$ cat src/sv/bbuh_pkg.sv
// ----------------------------------------------------------------------------
// bbuh_pkg
// Shared types, widths and helpers for the byte-budget undo history.
// ----------------------------------------------------------------------------
package bbuh_pkg;

    localparam int DEPTH    = 64;
    localparam int TAG_BITS = 16;

    localparam int SLOT_W  = (DEPTH > 2) ? $clog2(DEPTH) : 1;
    localparam int CNT_W   = $clog2(DEPTH + 1);
    localparam int SUM_W   = CNT_W + 1;
    localparam int LIM_W   = (CNT_W > 7) ? CNT_W : 7;

    // port field widths
    localparam int OP_W      = 3;
    localparam int TAG_W     = 16;
    localparam int BYTES_W   = 24;
    localparam int HELD_W    = 30;
    localparam int OCNT_W    = 7;
    localparam int TOTAL_W   = HELD_W + 1;   // room for one entry above the budget
    localparam int IN_BITS   = OP_W + TAG_W + BYTES_W;
    localparam int IN_W      = ((IN_BITS + 7) / 8) * 8;
    localparam int OUT_BITS  = TAG_W + 3 + OCNT_W + OCNT_W + HELD_W + OCNT_W;
    localparam int OUT_W     = ((OUT_BITS + 7) / 8) * 8;
    localparam int OUT_PAD   = OUT_W - OUT_BITS;
    localparam int CFG_W     = 30;
    localparam int CFG_IDX_W = 1;

    typedef enum logic [OP_W-1:0] {
        OP_COMMIT = 3'd0,
        OP_UNDO   = 3'd1,
        OP_REDO   = 3'd2,
        OP_CLEAR  = 3'd3,
        OP_QUERY  = 3'd4
    } op_t;

    typedef enum logic [CFG_IDX_W-1:0] {
        REG_MAX_BYTES = 1'b0,
        REG_MAX_DEPTH = 1'b1
    } reg_idx_t;

    typedef enum logic [3:0] {
        ST_IDLE,
        ST_DECODE,
        ST_TAG,
        ST_TRIM,
        ST_TRIM_SUB,
        ST_WRITE,
        ST_EVICT,
        ST_OLD_SUB,
        ST_RESULT
    } state_t;

    typedef struct packed {
        logic                wen;
        logic [SLOT_W-1:0]   addr;
        logic [TAG_BITS-1:0] tag;
        logic [BYTES_W-1:0]  size;
    } store_wr_t;

    // (base + ofs) mod DEPTH, ofs below DEPTH
    function automatic logic [SLOT_W-1:0] slot_add(input logic [SLOT_W-1:0] base,
                                                   input logic [CNT_W-1:0]  ofs);
        logic [SUM_W-1:0] sum;
        sum = SUM_W'(base) + SUM_W'(ofs);
        if (sum >= SUM_W'(DEPTH)) begin
            sum = sum - SUM_W'(DEPTH);
        end
        return SLOT_W'(sum);
    endfunction

endpackage

$ cat src/sv/bbuh_store.sv
// ----------------------------------------------------------------------------
// bbuh_store
// Tag and size ring memory: one write port, one read port, registered read.
// ----------------------------------------------------------------------------
module bbuh_store (
    input  logic                          aclk,
    input  bbuh_pkg::store_wr_t           wr,
    input  logic [bbuh_pkg::SLOT_W-1:0]   raddr,
    output logic [bbuh_pkg::TAG_BITS-1:0] rd_tag,
    output logic [bbuh_pkg::BYTES_W-1:0]  rd_size
);
    import bbuh_pkg::*;

    logic [TAG_BITS-1:0] tag_mem  [DEPTH];
    logic [BYTES_W-1:0]  size_mem [DEPTH];

    always_ff @(posedge aclk) begin
        if (wr.wen) begin
            tag_mem[wr.addr]  <= wr.tag;
            size_mem[wr.addr] <= wr.size;
        end
        rd_tag  <= tag_mem[raddr];
        rd_size <= size_mem[raddr];
    end

endmodule

$ cat src/sv/byte_budget_undo_history.sv
// ----------------------------------------------------------------------------
// byte_budget_undo_history
// Undo/redo history ring with a running byte total and budget eviction.
// ----------------------------------------------------------------------------
//  channel | dir | handshake                 | payload
//  s_      | in  | s_tvalid / s_tready       | s_tdata: op, entry_tag, entry_bytes
//  m_      | out | m_tvalid / m_tready       | m_tdata: tag_out .. dropped
//  cfg_    | in  | cfg_wr_en (no back-pressure) | cfg_index, cfg_wdata
//
//  Query, clear or a refused move: decode, then result; undo/redo pass a tag
//  step between them. The result step waits while an earlier beat is stalled.
//  Commit: decode, trim, write, evict, result; a subtract step per entry removed,
//  for the one add/subtract unit on the byte total and the registered size read.
//  One item in flight; s_tready is high only in idle. A finished beat waits in
//  the output register while the next item is taken.
//  Synchronous active-low reset; the ring memory itself is not cleared.
// ----------------------------------------------------------------------------
module byte_budget_undo_history (
    input  logic                           aclk,
    input  logic                           aresetn,
    input  logic                           s_tvalid,
    output logic                           s_tready,
    // [2:0] op, [18:3] entry_tag, [42:19] entry_bytes
    input  logic [bbuh_pkg::IN_W-1:0]      s_tdata,
    output logic                           m_tvalid,
    input  logic                           m_tready,
    // [15:0] tag_out, [16] has_undo, [17] has_redo, [18] error,
    // [25:19] entry_count, [32:26] cursor_pos, [62:33] bytes_held, [69:63] dropped
    output logic [bbuh_pkg::OUT_W-1:0]     m_tdata,
    input  logic                           cfg_wr_en,
    input  logic [bbuh_pkg::CFG_IDX_W-1:0] cfg_index,
    input  logic [bbuh_pkg::CFG_W-1:0]     cfg_wdata
);
    import bbuh_pkg::*;

    state_t               state_reg, state_next;
    op_t                  op_reg, op_next;
    logic [TAG_BITS-1:0]  tag_in_reg, tag_in_next;
    logic [BYTES_W-1:0]   bytes_in_reg, bytes_in_next;
    logic [CNT_W-1:0]     held_reg, held_next;
    logic [CNT_W-1:0]     cursor_reg, cursor_next;
    logic [SLOT_W-1:0]    oldest_reg, oldest_next;
    logic [TOTAL_W-1:0]   total_reg, total_next;
    logic [OCNT_W-1:0]    dropped_reg, dropped_next;
    logic                 err_reg, err_next;
    logic [TAG_BITS-1:0]  tag_res_reg, tag_res_next;
    logic                 evict_reg, evict_next;
    logic [HELD_W-1:0]    max_bytes_reg, max_bytes_next;
    logic [6:0]           max_depth_reg, max_depth_next;
    logic                 m_valid_reg, m_valid_next;
    logic [OUT_W-1:0]     m_data_reg, m_data_next;

    store_wr_t            wr;
    logic [SLOT_W-1:0]    raddr;
    logic [TAG_BITS-1:0]  rd_tag;
    logic [BYTES_W-1:0]   rd_size;

    // shared add/subtract unit on the byte total
    logic                 alu_sub;
    logic [TOTAL_W-1:0]   alu_opnd;
    logic [TOTAL_W-1:0]   alu_sum;

    logic [LIM_W-1:0]     depth_ext;
    logic [LIM_W-1:0]     lim;
    logic                 over_budget;
    logic                 over_depth;
    logic [OCNT_W-1:0]    drop_inc;
    logic [OCNT_W-1:0]    held_sat;

    bbuh_store u_store (
        .aclk    (aclk),
        .wr      (wr),
        .raddr   (raddr),
        .rd_tag  (rd_tag),
        .rd_size (rd_size)
    );

    assign alu_sub  = (state_reg != ST_WRITE);
    assign alu_opnd = alu_sub ? TOTAL_W'(rd_size) : TOTAL_W'(bytes_in_reg);
    assign alu_sum  = alu_sub ? (total_reg - alu_opnd) : (total_reg + alu_opnd);

    assign depth_ext   = LIM_W'(max_depth_reg);
    assign lim         = (depth_ext == '0) ? LIM_W'(1)
                       : ((depth_ext > LIM_W'(DEPTH)) ? LIM_W'(DEPTH) : depth_ext);
    assign over_budget = (total_reg >= TOTAL_W'(max_bytes_reg));
    assign over_depth  = (LIM_W'(held_reg) > lim);

    // dropped saturates at all ones
    assign drop_inc = (dropped_reg == '1) ? dropped_reg : dropped_reg + OCNT_W'(1);
    assign held_sat = (LIM_W'(held_reg) > LIM_W'({OCNT_W{1'b1}})) ? {OCNT_W{1'b1}}
                                                                  : OCNT_W'(held_reg);

    assign s_tready = (state_reg == ST_IDLE);
    assign m_tvalid = m_valid_reg;
    assign m_tdata  = m_data_reg;

    always_comb begin
        state_next     = state_reg;
        op_next        = op_reg;
        tag_in_next    = tag_in_reg;
        bytes_in_next  = bytes_in_reg;
        held_next      = held_reg;
        cursor_next    = cursor_reg;
        oldest_next    = oldest_reg;
        total_next     = total_reg;
        dropped_next   = dropped_reg;
        err_next       = err_reg;
        tag_res_next   = tag_res_reg;
        evict_next     = evict_reg;
        max_bytes_next = max_bytes_reg;
        max_depth_next = max_depth_reg;
        m_valid_next   = m_valid_reg;
        m_data_next    = m_data_reg;
        raddr          = oldest_reg;
        wr.wen         = 1'b0;
        wr.addr        = slot_add(oldest_reg, held_reg);
        wr.tag         = tag_in_reg;
        wr.size        = bytes_in_reg;

        if (cfg_wr_en) begin
            case (reg_idx_t'(cfg_index))
                REG_MAX_BYTES: max_bytes_next = cfg_wdata[HELD_W-1:0];
                REG_MAX_DEPTH: max_depth_next = cfg_wdata[6:0];
                default: ;
            endcase
        end

        if (m_valid_reg && m_tready) begin
            m_valid_next = 1'b0;
        end

        case (state_reg)
            ST_IDLE: begin
                if (s_tvalid) begin
                    op_next       = op_t'(s_tdata[OP_W-1:0]);
                    tag_in_next   = TAG_BITS'(s_tdata[OP_W +: TAG_W]);
                    bytes_in_next = s_tdata[OP_W+TAG_W +: BYTES_W];
                    dropped_next  = '0;
                    err_next      = 1'b0;
                    tag_res_next  = '0;
                    evict_next    = 1'b0;
                    state_next    = ST_DECODE;
                end
            end
            ST_DECODE: begin
                case (op_reg)
                    OP_COMMIT: state_next = ST_TRIM;
                    OP_UNDO: begin
                        if (cursor_reg == '0) begin
                            err_next   = 1'b1;
                            state_next = ST_RESULT;
                        end else begin
                            raddr       = slot_add(oldest_reg, cursor_reg - CNT_W'(1));
                            cursor_next = cursor_reg - CNT_W'(1);
                            state_next  = ST_TAG;
                        end
                    end
                    OP_REDO: begin
                        if (cursor_reg >= held_reg) begin
                            err_next   = 1'b1;
                            state_next = ST_RESULT;
                        end else begin
                            raddr       = slot_add(oldest_reg, cursor_reg);
                            cursor_next = cursor_reg + CNT_W'(1);
                            state_next  = ST_TAG;
                        end
                    end
                    OP_CLEAR: begin
                        dropped_next = held_sat;
                        held_next    = '0;
                        cursor_next  = '0;
                        total_next   = '0;
                        state_next   = ST_RESULT;
                    end
                    default: state_next = ST_RESULT;
                endcase
            end
            ST_TAG: begin
                tag_res_next = rd_tag;
                state_next   = ST_RESULT;
            end
            ST_TRIM: begin
                // redo branch first, newest end; then room for the new entry
                if (held_reg > cursor_reg) begin
                    raddr        = slot_add(oldest_reg, held_reg - CNT_W'(1));
                    held_next    = held_reg - CNT_W'(1);
                    dropped_next = drop_inc;
                    state_next   = ST_TRIM_SUB;
                end else if (held_reg >= CNT_W'(DEPTH)) begin
                    raddr        = oldest_reg;
                    oldest_next  = slot_add(oldest_reg, CNT_W'(1));
                    held_next    = held_reg - CNT_W'(1);
                    cursor_next  = cursor_reg - CNT_W'(1);
                    dropped_next = drop_inc;
                    evict_next   = 1'b0;
                    state_next   = ST_OLD_SUB;
                end else begin
                    state_next = ST_WRITE;
                end
            end
            ST_TRIM_SUB: begin
                total_next = alu_sum;
                state_next = ST_TRIM;
            end
            ST_WRITE: begin
                wr.wen      = 1'b1;
                held_next   = held_reg + CNT_W'(1);
                cursor_next = held_reg + CNT_W'(1);
                total_next  = alu_sum;
                state_next  = ST_EVICT;
            end
            ST_EVICT: begin
                if (cursor_reg != '0 && (over_budget || over_depth)) begin
                    raddr        = oldest_reg;
                    oldest_next  = slot_add(oldest_reg, CNT_W'(1));
                    held_next    = held_reg - CNT_W'(1);
                    cursor_next  = cursor_reg - CNT_W'(1);
                    dropped_next = drop_inc;
                    evict_next   = 1'b1;
                    state_next   = ST_OLD_SUB;
                end else begin
                    state_next = ST_RESULT;
                end
            end
            ST_OLD_SUB: begin
                total_next = alu_sum;
                state_next = evict_reg ? ST_EVICT : ST_WRITE;
            end
            ST_RESULT: begin
                if (!m_valid_reg || m_tready) begin
                    m_valid_next = 1'b1;
                    m_data_next  = {{OUT_PAD{1'b0}},
                                    dropped_reg,
                                    HELD_W'(total_reg),
                                    OCNT_W'(cursor_reg),
                                    OCNT_W'(held_reg),
                                    err_reg,
                                    (cursor_reg < held_reg),
                                    (cursor_reg != '0),
                                    TAG_W'(tag_res_reg)};
                    state_next   = ST_IDLE;
                end
            end
            default: state_next = ST_IDLE;
        endcase
    end

    always_ff @(posedge aclk) begin
        if (!aresetn) begin
            state_reg     <= ST_IDLE;
            held_reg      <= '0;
            cursor_reg    <= '0;
            oldest_reg    <= '0;
            total_reg     <= '0;
            max_bytes_reg <= '0;
            max_depth_reg <= 7'd64;
            m_valid_reg   <= 1'b0;
            evict_reg     <= 1'b0;
        end else begin
            state_reg     <= state_next;
            held_reg      <= held_next;
            cursor_reg    <= cursor_next;
            oldest_reg    <= oldest_next;
            total_reg     <= total_next;
            max_bytes_reg <= max_bytes_next;
            max_depth_reg <= max_depth_next;
            m_valid_reg   <= m_valid_next;
            evict_reg     <= evict_next;
        end
    end

    always_ff @(posedge aclk) begin
        op_reg       <= op_next;
        tag_in_reg   <= tag_in_next;
        bytes_in_reg <= bytes_in_next;
        dropped_reg  <= dropped_next;
        err_reg      <= err_next;
        tag_res_reg  <= tag_res_next;
        m_data_reg   <= m_data_next;
    end

endmodule

$ cat config.mk
export PLATFORM = sky130hd
export DESIGN_NAME = byte_budget_undo_history
export DESIGN_NICKNAME = d
export VERILOG_FILES = /design/src/sv/bbuh_pkg.sv /design/src/sv/bbuh_store.sv /design/src/sv/byte_budget_undo_history.sv
export SDC_FILE = /design/constraint.sdc
export NUM_CORES = 2
export LEC_CHECK = 0
export BUFFER_PORTS_ARGS = -buffer_cell sky130_fd_sc_hd__buf_4
export CELL_PAD_IN_SITES_DETAIL_PLACEMENT = 1
export CELL_PAD_IN_SITES_GLOBAL_PLACEMENT = 2
export CORE_UTILIZATION = 45
export CTS_BUF_LIST = sky130_fd_sc_hd__clkbuf_2
export CTS_CLUSTER_SIZE = 8
export DETAILED_ROUTE_END_ITERATION = 16
export MAX_ROUTING_LAYER = met4
export PLACE_DENSITY = 0.75
export SLEW_MARGIN = 30
export SYNTH_ARGS = -nofsm -noshare
export SYNTH_HDL_FRONTEND = slang
export SYNTH_SLANG_ARGS = --single-unit
$ cat constraint.sdc
create_clock -name aclk -period 8.7 [get_ports aclk]
set_input_delay 0.435 -clock aclk [delete_from_list [all_inputs] [get_ports aclk]]
set_output_delay 0.435 -clock aclk [all_outputs]
set_load 0.02 [all_outputs]
==> results_dict.tcl <==
set metrics [dict create \
    status "completed" \
    crit_path_max_incr_delay_ns 0.71 \
    drt_iter0_drc 8389 \
    fin_skew_ns 0.121 \
    rows 183 \
    finalCritPeriodShare 0.752 \
    grtUsageMet3 0.0561 \
    synth-simple-area-share 0.114 \
    ys_seq_area_frac 0.742 \
    hpwl_mm 208 \
    met2_usage 0.472 \
    r2r_start "bytes_in_reg[2]" \
    fp.coreArea_um2 249000 \
    hp-class "in -> reg" \
    htree_levels 6 \
    synth_seq_cells 2831 \
    start_util 0.453 \
    die_h_um 503 \
    critPathRequiredTime_ns 10.43 \
    r2r-end "total_reg[29]" \
    cts_tree "built" \
    rsz0062_at_grt "no" \
    synthMuxAreaShare 0.0425 \
    r2r_cells 21 \
    gr-usage-met1 0.396 \
    clock_path_buffers 4 \
    synth_top_family_by_area "simple AND/OR/NAND/NOR gates" \
    netlist_area_um2 113000 \
    largest_register "u_store.size_mem" \
    finalWirelength_mm 374 \
    grt-ovfl-total 0 \
    powerDensity_nw_per_um2 209 \
    portBuffers 150 \
    numCtsBuffers 724 \
    postRouteAntennaNets 0 \
    largest_reg_flops 1536 \
    finalMaxSlewViolations 0 \
    reg2reg_setup_slack_ns 2.16 \
    grt_pass1_wl_mm 531 \
    post_cts_buffers 0 \
    grt.total_usage 0.301 \
    grt_max_degree 141 \
    synthAdderAreaFrac 0.0120 \
    hold_start "cfg_wr_en" \
    io_pins 158 \
    ir_drop_mv 0.118 \
    crit_type "reg -> reg" \
    slew_headroom 0.275 \
    synthXorXnorAreaFrac 0.00551 \
    ys_warn_count 0 \
    hold_viol_final 0 \
    postCtsHoldBufs 272 \
    grt_pass1_vias 77700 \
    area_growth_pct 13.7 \
    timing.final.setup_violations 0 \
    fp.dieW_um 503 \
    max_freq_mhz 153 \
    nets 8967 \
    critPathLaunchType "register" \
    post_drt_wl_per_cell_um 29.5 \
    clock-root-buffer "clkbuf_2" \
    layout-drive-gt1-share 0.189 \
    cp_slowest_cell "nor3_1" \
    synth.avg_cell_area_um2 14.4 \
    clk_pin_slew_ns 0.11 \
    synthFlopType "edfxtp_1" \
    fillerInstances 24800 \
    setup.worst_path.end_class "register" \
    path_max_fanout 68 \
    gp_congestion 0.838 \
    p_leak_uw 0.0432 \
    synth_cell_type_count 86 \
    worstSkewPairLatency_ns 1.92 \
    hold_end "depth_ext[5]" \
    synth_edf_count 2697 \
    num_vias 75300 \
    tightestPinTransition_ns 1.08 \
    avgViaCountPerCell 5.95 \
    cts.sinks 2831 \
    dieArea_um2 253000 \
    hold-worst-slack_ns 0.256 \
    route.detailed.drc 0 \
    drtPass1Iterations 5 \
    tns_ns 0 \
    async_flop_share 0 \
    min_period_ns 6.54 \
    worstPathCellList "buf_4 -> nor4_2 -> buf_4 -> inv_1 -> or3_1 -> nor3_1 -> nand2_1 -> nor3_1 -> nor3_1 -> a21oi_1 -> ha_1 -> and3_1 -> a221oi_1 -> a2bb2oi_1 -> o211ai_1 -> o211ai_1 -> a221oi_1 -> o21a_1 -> a221oi_1 -> xor2_1 -> o21ai_0" \
    busiest_layer "met2" \
    max_cap_viol_count 0 \
    hold_depth 5 \
    antenna_found_initial 36 \
    synth-compound-area-share 0.0632 \
    cts-resized-gates 0 \
    postSynthCellCount 7852 \
    arrival_ns 8.27 \
]
[through the flow]
step	setup slack (ns)	utilization	total power [uW]	area (um2)	instances
6_report	2.16	0.515	26800	128000	12700
5_1_grt	1.70	0.515	27800	128000	12700
4_1_cts	2.30	0.515	27000	128000	12600
3_5_place_dp	2.32	0.478	17900	119000	11100
3_3_place_gp	2.43	0.477	17800	119000	11100
2_1_floorplan	3.72	-	16900	113000	7853
[layer usage]
metal / up-vias / wire (um) / part of all wire
met5: - / 0 / 0
met4: 0 / 9790 / 0.026
met3: 602 / 32500 / 0.087
met2: 3530 / 177000 / 0.47
met1: 39000 / 154000 / 0.41
li1: 32200 / - / -
[worst max path at each step]
stage	start	to	slack, ns	cells past startpoint
after global routing	bytes_in_reg[2]	total_reg[29]	1.70	21
after CTS	bytes_in_reg[2]	total_reg[29]	2.30	21
after floorplan	bytes_in_reg[1]	total_reg[29]	3.72	19
after global placement	held_reg[4]	u_store.rd_tag[10]	2.43	14
after detailed placement	bytes_in_reg[2]	total_reg[29]	2.32	21
final	bytes_in_reg[2]	total_reg[29]	2.16	21
[cell usage after synthesis, types with 27 or more instances]
cell      number  area, um2
a32oi_1      243       2130
a311oi_1      45        394
nand3_1      524       2620
or4_1         27        203
xnor2_1       37        324
ha_1         100       1250
nor2_1       200        751
a31oi_1       87        544
clkbuf_1     250        938
nor3_1        57        285
dfxtp_1      134       2680
buf_2        160        801
nand2_1     1727       6480
o21ai_0      105        526
a21o_1        36        270
edfxtp_1    2697      81000
mux2i_1      276       2760
a21oi_1      194        971
buf_1         29        109
inv_1         69        259
xor2_1        34        298
a211oi_1      78        586
o22ai_1       72        450
mux4_2        79       1780
and2_1        32        200
and3_1        78        488
nand4_1      171       1070
buf_4         30        225
[final cells by class]
| class | count | area [um2] | share of cell area |
|---|---|---|---|
| Inverter | 70 | 264 | 0.00206 |
| Timing Repair Buffer | 671 | 6240 | 0.0486 |
| Multi-Input combinational cell | 4480 | 27400 | 0.214 |
| Clock inverter | 161 | 950 | 0.00740 |
| Tap cell | 3330 | 4170 | 0.0325 |
| Sequential cell | 2831 | 83700 | 0.652 |
| Clock buffer | 1095 | 5480 | 0.0427 |
| Antenna cell | 26 | 65.1 | 0.000507 |
[critical path, delay by kind of cell (launching register included)]
family	cells	cell delay (ns)
AOI/OAI and AO/OA	9	2.44
xor gates and xnor gates	1	0.16
adders and majority gates	1	0.39
buffers and inverters	3	0.58
DFF	1	0.38
and+or+nand+nor	7	2.40
[placed cells by master (no fill, tap or decap), drive strengths merged, types with 79 or more instances in the layout]
cell type,count
a211oi,80
a21oi,196
a31oi,87
a32oi,243
buf,399
clkbuf,1095
clkinv,128
dfxtp,134
dlygate4sd3,272
edfxtp,2697
ha,100
inv,81
mux2i,276
mux4,79
nand2,1728
nand3,524
nand4,171
nor2,203
o21ai,105
[where the power goes]
group          internal, uW  switching [uW]  total [uW]
combinational           547            1540        2090
clock                  3610            5530        9140
sequential            15400             169       15600
total                 19600            7240       26800
[cells by family after synthesis]
family,count (synthesis)
adders and majority gates,105
buffers and inverters,542
and+or+nand+nor,2924
DFF,2831
other,1
xor gates and xnor gates,71
muxes,377
AOI/OAI and AO/OA,1001
(Power assumes the default switching activity.)
